**src/sv/bmhq_pkg.sv**
```systemverilog
// ----------------------------------------------------------------------------
// bmhq_pkg: shared types and constants of the binary heap priority queue
// Entry layout, operation and status codes, sequencer states and sizes.
// ----------------------------------------------------------------------------
package bmhq_pkg;

    localparam int CAPACITY    = 256;
    localparam int KEY_WIDTH   = 32;
    localparam int TAG_WIDTH   = 16;
    localparam int ADDR_WIDTH  = $clog2(CAPACITY);
    localparam int COUNT_WIDTH = $clog2(CAPACITY + 1);
    localparam int CHILD_WIDTH = COUNT_WIDTH + 1;
    localparam int MODE_WIDTH  = 2;

    // Bit positions inside the order mode register.
    localparam int MODE_SIGNED_BIT  = 0;
    localparam int MODE_REVERSE_BIT = 1;

    typedef struct packed {
        logic [KEY_WIDTH-1:0] key;
        logic [TAG_WIDTH-1:0] tag;
    } entry_t;

    typedef enum logic [1:0] {
        FUNC_PUSH = 2'd0,
        FUNC_POP  = 2'd1,
        FUNC_PEEK = 2'd2
    } func_t;

    typedef enum logic [1:0] {
        STATUS_OK    = 2'd0,
        STATUS_EMPTY = 2'd1,
        STATUS_FULL  = 2'd2
    } status_t;

    typedef enum logic [3:0] {
        ST_IDLE,
        ST_UP_CHK,
        ST_UP_CMP,
        ST_TOP,
        ST_LAST,
        ST_DN_CHK,
        ST_DN_L,
        ST_DN_R,
        ST_DN_CMP,
        ST_DONE
    } state_t;

endpackage

```
**src/sv/bmhq_cmp.sv**
```systemverilog
// ----------------------------------------------------------------------------
// bmhq_cmp: shared key order unit
// Tells whether key a orders strictly before key b under the order mode.
// ----------------------------------------------------------------------------
module bmhq_cmp
(
    input  logic [bmhq_pkg::KEY_WIDTH-1:0]  a_key,
    input  logic [bmhq_pkg::KEY_WIDTH-1:0]  b_key,
    input  logic [bmhq_pkg::MODE_WIDTH-1:0] mode,
    output logic                            precedes
);

    logic [bmhq_pkg::KEY_WIDTH-1:0] sign_flip;
    logic [bmhq_pkg::KEY_WIDTH-1:0] a_adj;
    logic [bmhq_pkg::KEY_WIDTH-1:0] b_adj;

    // Flipping the sign bit turns a signed compare into an unsigned one.
    always_comb
    begin
        sign_flip = '0;
        sign_flip[bmhq_pkg::KEY_WIDTH-1] = mode[bmhq_pkg::MODE_SIGNED_BIT];
        a_adj = a_key ^ sign_flip;
        b_adj = b_key ^ sign_flip;
        if (mode[bmhq_pkg::MODE_REVERSE_BIT])
        begin
            precedes = (b_adj < a_adj);
        end
        else
        begin
            precedes = (a_adj < b_adj);
        end
    end

endmodule

```
**config.mk**
```make
export PLATFORM = sky130hd
export DESIGN_NAME = bmhq_cmp
export DESIGN_NICKNAME = d
export VERILOG_FILES = /design/src/sv/bmhq_pkg.sv /design/src/sv/bmhq_cmp.sv
export SDC_FILE = /design/constraint.sdc
export NUM_CORES = 1
export LEC_CHECK = 0
export BUFFER_PORTS_ARGS = -buffer_cell sky130_fd_sc_hd__buf_2
export CORE_MARGIN = 2
export CORE_UTILIZATION = 42
export DETAILED_ROUTE_END_ITERATION = 8
export GPL_ROUTABILITY_DRIVEN = 0
export PLACE_DENSITY = 0.86
export SLEW_MARGIN = 25
export SYNTH_ARGS = -nofsm -noshare
export SYNTH_HDL_FRONTEND = slang
export SYNTH_SLANG_ARGS = --single-unit
```
**constraint.sdc**
```tcl
create_clock -name vclk -period 2.5
set_clock_uncertainty 0.1 [all_clocks]
set_input_delay 0.5 -clock vclk [all_inputs]
set_output_delay 0.5 -clock vclk [all_outputs]
set_load 0.02 [all_outputs]
```
-- Yosys cells after proc, flatten, opt, wreduce, memory -nomap -nowiden
Cells that the tools add are included.
- register bits after elaboration: 0
- bits of input ports: 66
- output and inout bits: 1
- word-level logic and storage cells: 5
- $lt $le $gt $ge: 2
- mux-type cells: 1
- bitwise logic cells: 2
- operators with widths (cell ; number):
    $lt A32 B32 Y1 ; 2
    $xor A32 B32 Y32 ; 2
    $mux W1 ; 1

-- Longest topological paths before layout
Gate-level depths: netlist of the first run.
- depth in word-level cells: 3
- gate-level depth with buffers: 8
- mapped depth without buffers: 8

-- Worst setup path before layout of the first run
Ideal clock, no wire load.
- path type: input port to output port
- start point: in mode[0] (netlist name)
- end point: out precedes
- arrival: 2078 ps
- required time: 1900 ps
- slack: -178 ps
- stages on the path: 8
- path buffers: 0
- cell sequence: xor2_1 > ha_1 > nand4_1 > nor2_1 > a221o_1 > a211oi_2 > o21ai_1 > mux2i_1
- longest elaborated chain between the ends: 3
- elaborated cells on any way between the ends: 5
- those cells by class: order compare: 2; mux: 1; bitwise: 2
- RTL lines (what ; line ; text):
    start, declared ; bmhq_cmp.sv:9 ; input logic [bmhq_pkg::MODE_WIDTH-1:0] mode,
    $xor A32 B32 Y32, on equally long branches ; bmhq_cmp.sv:22, bmhq_cmp.sv:23 ;
    $lt A32 B32 Y1, on equally long branches ; bmhq_cmp.sv:30, bmhq_cmp.sv:26 ;
    $mux W1 (*) ; bmhq_cmp.sv:24 ; if (mode[bmhq_pkg::MODE_REVERSE_BIT])
    end, declared ; bmhq_cmp.sv:10 ; output logic precedes
Every way passes the cells marked *; elsewhere a longest branch is shown, timed or not.

-- Final worst setup path of the first run
Same ends and word-level chain as after synthesis.

==> metrics.csv, run 1 <==
stage;metric;value;unit
critical_path;Crit path max-delay family;compound AO/OA/AOI/OAI gates;
cells_and_area;area grow syn2layout;56.8;%
cells_and_area;Storage cell area;0;um^2
logic_synthesis;Distinct cells, synth;18;
power_and_ir_drop;Clk pwr share;0;%
outcome;failing checks;negative setup slack;
die;die height;48.3;um
die;# IOs;67;
sta;Final Max Tran Viols;0;
grt;vias in the first global route;1084;
sta;Least-Margin Pin Slew;0.282;ns
logic_synthesis;Mapped Area;826;um^2
critical_path;CP max FO;3;
grt;grt total ovfl;0;
die;Starting Density;43.4;%
critical_path;worst stage delay on the critical path;0.30;ns
drt;DR iter-0 viols;6;
power_and_ir_drop;fraction of power consumed by sequential logic;0;%
cts;hold buffer count at cts;0;
cells_and_area;Nets;294;
cells_and_area;ant diodes;0;
die;die footprint;0.00234;mm^2
sta;Setup Viol. Count Final;1;
cells_and_area;most frequent cells in the layout;buf_2, inv_1, ha_1;
job;Max-cap violations;0;
cells_and_area;Multi-input gate area;733;um^2
power_and_ir_drop;power share of the combinational group;100.0;%
critical_path;CP Launch Type;primary input;
drt;routed wl met2;1150;um
power_and_ir_drop;Pleak;0.824;nW
drt;Routed WL;2040;um
drt;Max Used Layer;met4;
drt;drt pass-1 iters;2;
critical_path;WS Path Type;in2out;
placed_design;post-DP HPWL;1980;um
drt;DR DRC count;0;
power_and_ir_drop;P_sw;0.0911;mW
grt;total track usage;19.2;%
drt;vias per cell;4.81;
sta;worst relative slew slack;81.1;%
critical_path;Slowest-stage cell, CP;a221o_1;
hold_path;Hold Path Class;in2out;
drt;vias after detailed routing;1062;
hold_path;worst hold start;mode[1];
power_and_ir_drop;switching part of the total;44.9;%
sta;Final period util;110;%
drt;final antenna-violating net count;0;
die;Core Footprint;0.00190;mm^2
drt;metal3 WL;160;um
cells_and_area;CLK BUF;0;
grt;global-route wire length before repair;3840;um
die;cell row count;16;
die;die width;48.3;um
hold_path;WHS Endpoint;precedes;
cells_and_area;commonest non-fill, non-tap cell in the layout;buf_2;
sta;Max Freq;364;MHz
cells_and_area;layout cells sized above 1;42.3;%
critical_path;Setup crit end kind;output pin;
critical_path;Arrival @ worst endpoint;2.15;ns
critical_path;Crit. Startpoint;mode[0];
sta;Final Hold Slack;1.23;ns
logic_synthesis;Post-Syn Instances;119;
logic_synthesis;Syn Nets;217;
cts;setup bufs post-CTS;0;
placed_design;IO Port Bufs;67;
logic_synthesis;synth warn;0;
power_and_ir_drop;peak supply drop;94.2;uV
power_and_ir_drop;P_int;0.112;mW
critical_path;CP Cell Sequence;buf_8 -> xor2_2 -> ha_1 -> nand4_1 -> nor2_1 -> a221o_1 -> a211oi_2 -> o21ai_2 -> mux2i_2 -> buf_4;
drt;M1 WL;715;um
logic_synthesis;sequential fraction of the synthesis area;0;%
outcome;status;finished with violations;
sta;crit path time final;2.75;ns
critical_path;sum of buffers and inverters on the critical path;2;
power_and_ir_drop;P per Cell Area;157;mW/mm^2
grt;largest net degree at the start of global routing;4;
drt;WL per Instance;9.23;um
logic_synthesis;Syn Area/Cell;6.94;um^2
cells_and_area;FFs & Latches;0;
sta;RSZ-0062 raised after global routing;true;
cells_and_area;FILL cells;180;
critical_path;WP data required;1.90;ns
grt;antenna violations before repair;0;
power_and_ir_drop;total power draw;0.203;mW
sta;Final Hold Fails;0;
sta;Final WS setup;-0.247;ns
hold_path;Hold Path Cell Cnt;3;
-- synth_stat cells --
cell	instances	area share, %
nand2_1	11	5.0
a21oi_1	13	7.9
o21ai_0	5	3.0
nor2_1	4	1.8
nor4_1	2	1.5
a211oi_1	1	0.91
a21o_1	2	1.8
a211oi_2	1	1.5
inv_1	32	15
xnor2_1	1	1.1
nand4_1	4	3.0
xor2_1	1	1.1
a21oi_2	1	1.1
mux2i_1	1	1.2
o21ai_1	1	0.61
nand3_1	5	3.0
a221o_1	2	2.4
ha_1	32	48
-- worst min-delay path, cell delays in order --
cell and delay (ns):
buf_2 0.11, mux2i_2 0.07, buf_4 0.15
-- power by group through the flow --
stage                     logic (mW)  clock network, mW  registers, mW
after CTS                      0.204                  0              0
after global placement         0.188                  0              0
final                          0.203                  0              0
after global routing           0.235                  0              0
after floorplan                0.107                  0              0
after detailed placement       0.199                  0              0
-- worst max-delay path by stage --
stage | end | depth (start not counted) | slack, ns
global route | precedes | 9 | -0.34
detailed placement | precedes | 9 | -0.31
CTS | precedes | 10 | -0.29
finish | precedes | 10 | -0.25
floorplan | precedes | 8 | -0.03
global placement | precedes | 10 | -0.28
-- through the flow --
step	instances	TNS (ns)	setup slack, ns	area [um^2]	utilization (%)
after CTS	221	-0.292	-0.292	1280	67.2
after global placement	221	-0.276	-0.276	1270	66.8
after global routing	221	-0.337	-0.337	1290	68.1
after detailed placement	221	-0.306	-0.306	1270	66.8
after floorplan	119	-0.0328	-0.0328	842	-
final	221	-0.247	-0.247	1290	68.1
-- timing repair --
item	in CTS	in global routing
gates cloned	0	0
endpoints found under the setup margin	1	1
gates resized for setup	3	4
-- kinds of logic after synthesis --
kind of cell / Yosys count / share of synthesized area [%]
adder cells (fa/ha/maj): 32 / 48.5
AND/OR/NAND/NOR: 26 / 14.4
multiplexers: 1 / 1.21
XOR/XNOR: 2 / 2.12
AO/OA/AOI/OAI: 26 / 19.2
buffers and inverters: 32 / 14.5
-- layout make-up --
type	count	share of cell area, %
inverters	32	9.28
repair buffers	75	31.5
multi-input cells	87	56.6
well taps	27	2.61
-- metal layers --
metal  up-vias  global-route usage, %
met5         -                      0
met4         0                   5.71
met3         2                   3.09
met2        43                   42.6
met1       458                   16.9
li1        559                      -
Note: power is estimated with default switching activity, not from simulation.
==> run 2: changes to the inputs <==
- GPL_TIMING_DRIVEN: unset -> 0
==> metrics.csv, run 2 (synthesized netlist as in run 1, its figures left out) <==
stage;metric;value;unit
outcome;status;finished with violations;
drt;DR iter-0 viols;7;
placed_design;placed cell areas;0.00121;mm^2
sta;Final Hold Slack;1.22;ns
grt;largest net degree at the start of global routing;4;
placed_design;post-placement cell count;213;
drt;DR DRC count;0;
power_and_ir_drop;peak supply drop;92.6;uV
sta;Max Freq;362;MHz
cells_and_area;FILL cells;195;
placed_design;IO Port Bufs;67;
die;die width;48.3;um
die;die footprint;0.00234;mm^2
sta;Final Max Tran Viols;0;
die;Core Footprint;0.00190;mm^2
critical_path;CP Launch Type;primary input;
placed_design;post-DP HPWL;1920;um
sta;Final Hold Fails;0;
drt;Routed WL;1970;um
cells_and_area;Storage cell area;0;um^2
die;die height;48.3;um
critical_path;Arrival @ worst endpoint;2.16;ns
drt;drt pass-1 iters;4;
cells_and_area;Nets;287;
sta;crit path time final;2.76;ns
die;Starting Density;43.4;%
critical_path;WS Path Type;in2out;
sta;Setup Viol. Count Final;1;
drt;WL per Instance;9.20;um
cells_and_area;commonest non-fill, non-tap cell in the layout;buf_2;
sta;Final WS setup;-0.262;ns
grt;global-route wire length before repair;3670;um
cells_and_area;Finished Layout Cells;214;
cells_and_area;final core occ;64.2;%
cells_and_area;Multi-input gate area;722;um^2
critical_path;WP data required;1.90;ns
critical_path;CP max FO;3;
sta;RSZ-0062 raised after global routing;true;
drt;vias per cell;4.83;
cells_and_area;area grow syn2layout;47.9;%
sta;worst relative slew slack;81.2;%
job;Max-cap violations;0;
grt;grt total ovfl;0;
critical_path;Setup crit end;precedes;
power_and_ir_drop;P per Cell Area;152;mW/mm^2
power_and_ir_drop;Pleak;0.786;nW
die;# IOs;67;
cells_and_area;ant diodes;0;
sta;Final period util;110;%
grt;total track usage;18.2;%
outcome;failing checks;negative setup slack;
grt;vias in the first global route;1048;
cells_and_area;layout cells sized above 1;39.0;%
drt;vias after detailed routing;1033;
grt;antenna violations before repair;0;
cells_and_area;most frequent cells in the layout;buf_2, inv_1, ha_1;
power_and_ir_drop;total power draw;0.186;mW
drt;final antenna-violating net count;0;
sta;Least-Margin Pin Slew;0.280;ns
cells_and_area;CLK BUF;0;
cells_and_area;Post-Layout Inst Area;0.00122;mm^2
critical_path;Crit. Startpoint;mode[0];
cells_and_area;FFs & Latches;0;
hold_path;Hold Path Class;in2out;
critical_path;Setup crit end kind;output pin;
die;cell row count;16;
==> run 2: cell types whose count changed in the layout (fill, tap and decap cells not counted), sizes merged <==
cell,before,now
buf,75,68
==> run 2: power by group <==
part	internal, mW	switching [mW]	total (mW)
clock	0	0	0
sequential	0	0	0
combinational	0.0990	0.0866	0.186
==> run 2: worst max-delay path, stage by stage <==
cell and delay [ns]:
buf_2 0.11, xor2_1 0.16, ha_1 0.29, nand4_1 0.15, nor2_1 0.06, a221o_1 0.30, a211oi_2 0.15, o21ai_1 0.11
mux2i_2 0.17, buf_4 0.16
==> run 2: metal layers <==
metal,global-route usage [%],share of wire [%],vias to the layer above,wire [um]
li1,-,-,544,-
met1,17.3,37,444,723
met2,39.8,55,43,1090
met3,2.78,7.5,2,148
met4,3.81,0.36,0,7
met5,0,0,-,0
==> run 2: area by class of cell <==
type	count	share of cell area, %
repair buffers	68	28.3
multi-input cells	87	59.1
inverters	32	9.84
well taps	27	2.77
==> run 2: worst min-delay path by stage <==
stage | cells after the start | slack [ns] | startpoint | end
after floorplan | 1 | 0.99 | mode[1] | precedes
after global placement | 3 | 1.22 | mode[1] | precedes
after detailed placement | 3 | 1.22 | mode[1] | precedes
after CTS | 3 | 1.22 | mode[1] | precedes
after global routing | 3 | 1.25 | mode[1] | precedes
final | 3 | 1.22 | mode[1] | precedes
==> run 2: through the flow <==
stage | worst slack (ns) | TNS, ns
6_report | -0.262 | -0.262
5_1_grt | -0.414 | -0.414
4_1_cts | -0.288 | -0.288
3_5_place_dp | -0.296 | -0.296
3_3_place_gp | -0.283 | -0.283
2_1_floorplan | -0.0328 | -0.0328
==> run 2: what timing repair did <==
item	CTS	global route
gates cloned	0	0
setup endpoints to repair	1	1
hold buffers	0	0
resized for setup	1	0
setup buffers	1	0
==> run 3: changes to the inputs <==
- ABC_AREA: unset -> 1
- CORE_UTILIZATION: 42 -> 43
- PLACE_DENSITY: 0.86 -> 0.85
==> metrics.csv, run 3 <==
stage;metric;value;unit
die;die width;49.6;um
cells_and_area;layout cells sized above 1;34.7;%
outcome;status;finished, final reports clean;
cells_and_area;most frequent cells in the layout;buf_2, inv_1, nand2_1;
die;die footprint;0.00246;mm^2
logic_synthesis;Syn Area/Cell;6.01;um^2
drt;final antenna-violating net count;0;
drt;drt pass-1 iters;3;
grt;antenna violations before repair;0;
logic_synthesis;Synth Area in Compound Gates;10.5;%
sta;Final Hold Slack;1.27;ns
logic_synthesis;adder-cell share of the synthesized area;44.7;%
critical_path;WP data required;1.90;ns
placed_design;worst slack, placed;-0.0288;ns
critical_path;Setup crit end kind;output pin;
sta;worst relative slew slack;90.0;%
drt;Routed WL;1950;um
sta;RSZ-0062 raised after global routing;true;
cells_and_area;FFs & Latches;0;
placed_design;post-DP HPWL;1800;um
sta;Final Max Tran Viols;0;
power_and_ir_drop;P per Cell Area;155;mW/mm^2
grt;largest net degree at the start of global routing;4;
logic_synthesis;top cells by area, synth;ha_1, nand2_1, inv_1, a21oi_1, nor2_1;
logic_synthesis;synth cell count leaders;nand2_1, inv_1, ha_1;
cells_and_area;Storage cell area;0;um^2
critical_path;CP max FO;2;
die;Starting Density;45.7;%
power_and_ir_drop;peak supply drop;88.2;uV
logic_synthesis;Distinct cells, synth;14;
drt;DR DRC count;0;
critical_path;WS Path Type;in2out;
critical_path;Arrival @ worst endpoint;1.84;ns
logic_synthesis;sequential fraction of the synthesis area;0;%
logic_synthesis;post-synth top area share;44.7;%
sta;Final WS setup;0.0568;ns
sta;Final period util;97.7;%
logic_synthesis;most frequent cell after synthesis;nand2_1;
sta;Least-Margin Pin Slew;0.150;ns
cells_and_area;commonest non-fill, non-tap cell in the layout;buf_2;
die;die height;49.6;um
logic_synthesis;Syn Nets;247;
critical_path;CP Launch Type;primary input;
logic_synthesis;largest family of logic cells by synthesized area;adder cells;
logic_synthesis;Post-Synth Simple-Gate Area;26.1;%
sta;Final Hold Fails;0;
grt;grt total ovfl;0;
grt;vias in the first global route;891;
drt;vias after detailed routing;1081;
cells_and_area;Nets;316;
grt;total track usage;14.8;%
die;cell row count;16;
power_and_ir_drop;Pleak;0.904;nW
logic_synthesis;Post-Synth XOR/XNOR Area;1.96;%
cts;setup bufs post-CTS;0;
cells_and_area;ant diodes;0;
placed_design;IO Port Bufs;67;
logic_synthesis;synth warn;0;
die;# IOs;67;
drt;vias per cell;4.45;
logic_synthesis;Post-Syn Instances;149;
job;Max-cap violations;0;
cells_and_area;CLK BUF;0;
sta;Setup Viol. Count Final;0;
cells_and_area;area grow syn2layout;46.4;%
logic_synthesis;Mapped Area;896;um^2
drt;DR iter-0 viols;2;
die;Core Footprint;0.00196;mm^2
logic_synthesis;area leader, netlist;ha_1;
sta;crit path time final;2.44;ns
cts;hold buffer count at cts;0;
cells_and_area;FILL cells;203;
grt;global-route wire length before repair;3150;um
logic_synthesis;mux cell area share after synthesis;0;%
hold_path;Hold Path Class;in2out;
drt;WL per Instance;8.02;um
sta;Max Freq;409;MHz
==> run 3: cell types whose count changed in the layout (fill, tap and decap cells not counted), moves of 3 or more <==
cell     delta
nand2_1    +28
o21ai_0     -3
inv_1       +8
nor2_1      +5
buf_2       -3
buf_6       +4
==> run 3: stage by stage <==
| step | instances | utilization [%] | TNS [ns] | cell area [um^2] | total power [mW] |
|---|---|---|---|---|---|
| 6_report | 243 | 66.8 | 0 | 1310 | 0.204 |
| 5_1_grt | 243 | 66.8 | -0.0894 | 1310 | 0.238 |
| 4_1_cts | 243 | 64.6 | 0 | 1270 | 0.193 |
| 3_5_place_dp | 243 | 64.5 | -0.0288 | 1260 | 0.190 |
| 3_3_place_gp | 243 | 64.5 | 0 | 1260 | 0.185 |
| 2_1_floorplan | 149 | - | 0 | 896 | 0.114 |
==> run 3: where the power goes <==
| group | internal, mW | switching (mW) | leakage (nW) | total [mW] |
|---|---|---|---|---|
| clock | 0 | 0 | 0 | 0 |
| sequential | 0 | 0 | 0 | 0 |
| combinational | 0.107 | 0.0970 | 0.904 | 0.204 |
==> run 3: final timing paths <==
kind                  startpoint       end  slack [ns]  cells past startpoint
worst max-delay path   a_key[31]  precedes        0.06                     13
worst min-delay path     mode[1]  precedes        1.27                      5
==> run 3: worst max-delay path, stage by stage <==
cell,delay [ns]
buf_6,0.09
xor2_1,0.15
ha_1,0.32
nand2_2,0.09
nor2_4,0.13
nand2_2,0.07
nor2_2,0.12
nand2_1,0.07
nand2_1,0.06
nand2_1,0.05
nand2_1,0.05
inv_1,0.04
buf_6,0.12
==> run 3: repair_timing <==
action | 4_1_cts | 5_1_grt
endpoints found under the setup margin | 1 | 1
gates cloned | 0 | 0
pin swaps | 3 | 9
resized for setup | 1 | 9
==> run 3: logic make-up (layout without fill, tap and decap cells) <==
logic type	count (synthesis)	count (layout)
compound gates	17	17
buf+inv	40	107
simple gates	58	58
fa+ha+maj	32	32
xor+xnor	2	2
==> run 3: cell type report <==
class	instances	area (um^2)	share of cell area (%)
inverters	40	150	11.5
multi-input cells	109	767	58.5
repair buffers	67	360	27.5
well taps	27	33.8	2.58
==> run 3: layer usage <==
layer | part of all wire (%) | wire length (um) | vias to the layer above | global-route usage (%)
met1 | 40 | 777 | 446 | 18.3
met4 | 0 | 0 | 0 | 0
li1 | - | - | 598 | -
met3 | 8.1 | 157 | 0 | 1.21
met2 | 52 | 1010 | 37 | 29.1
met5 | 0 | 0 | - | 0
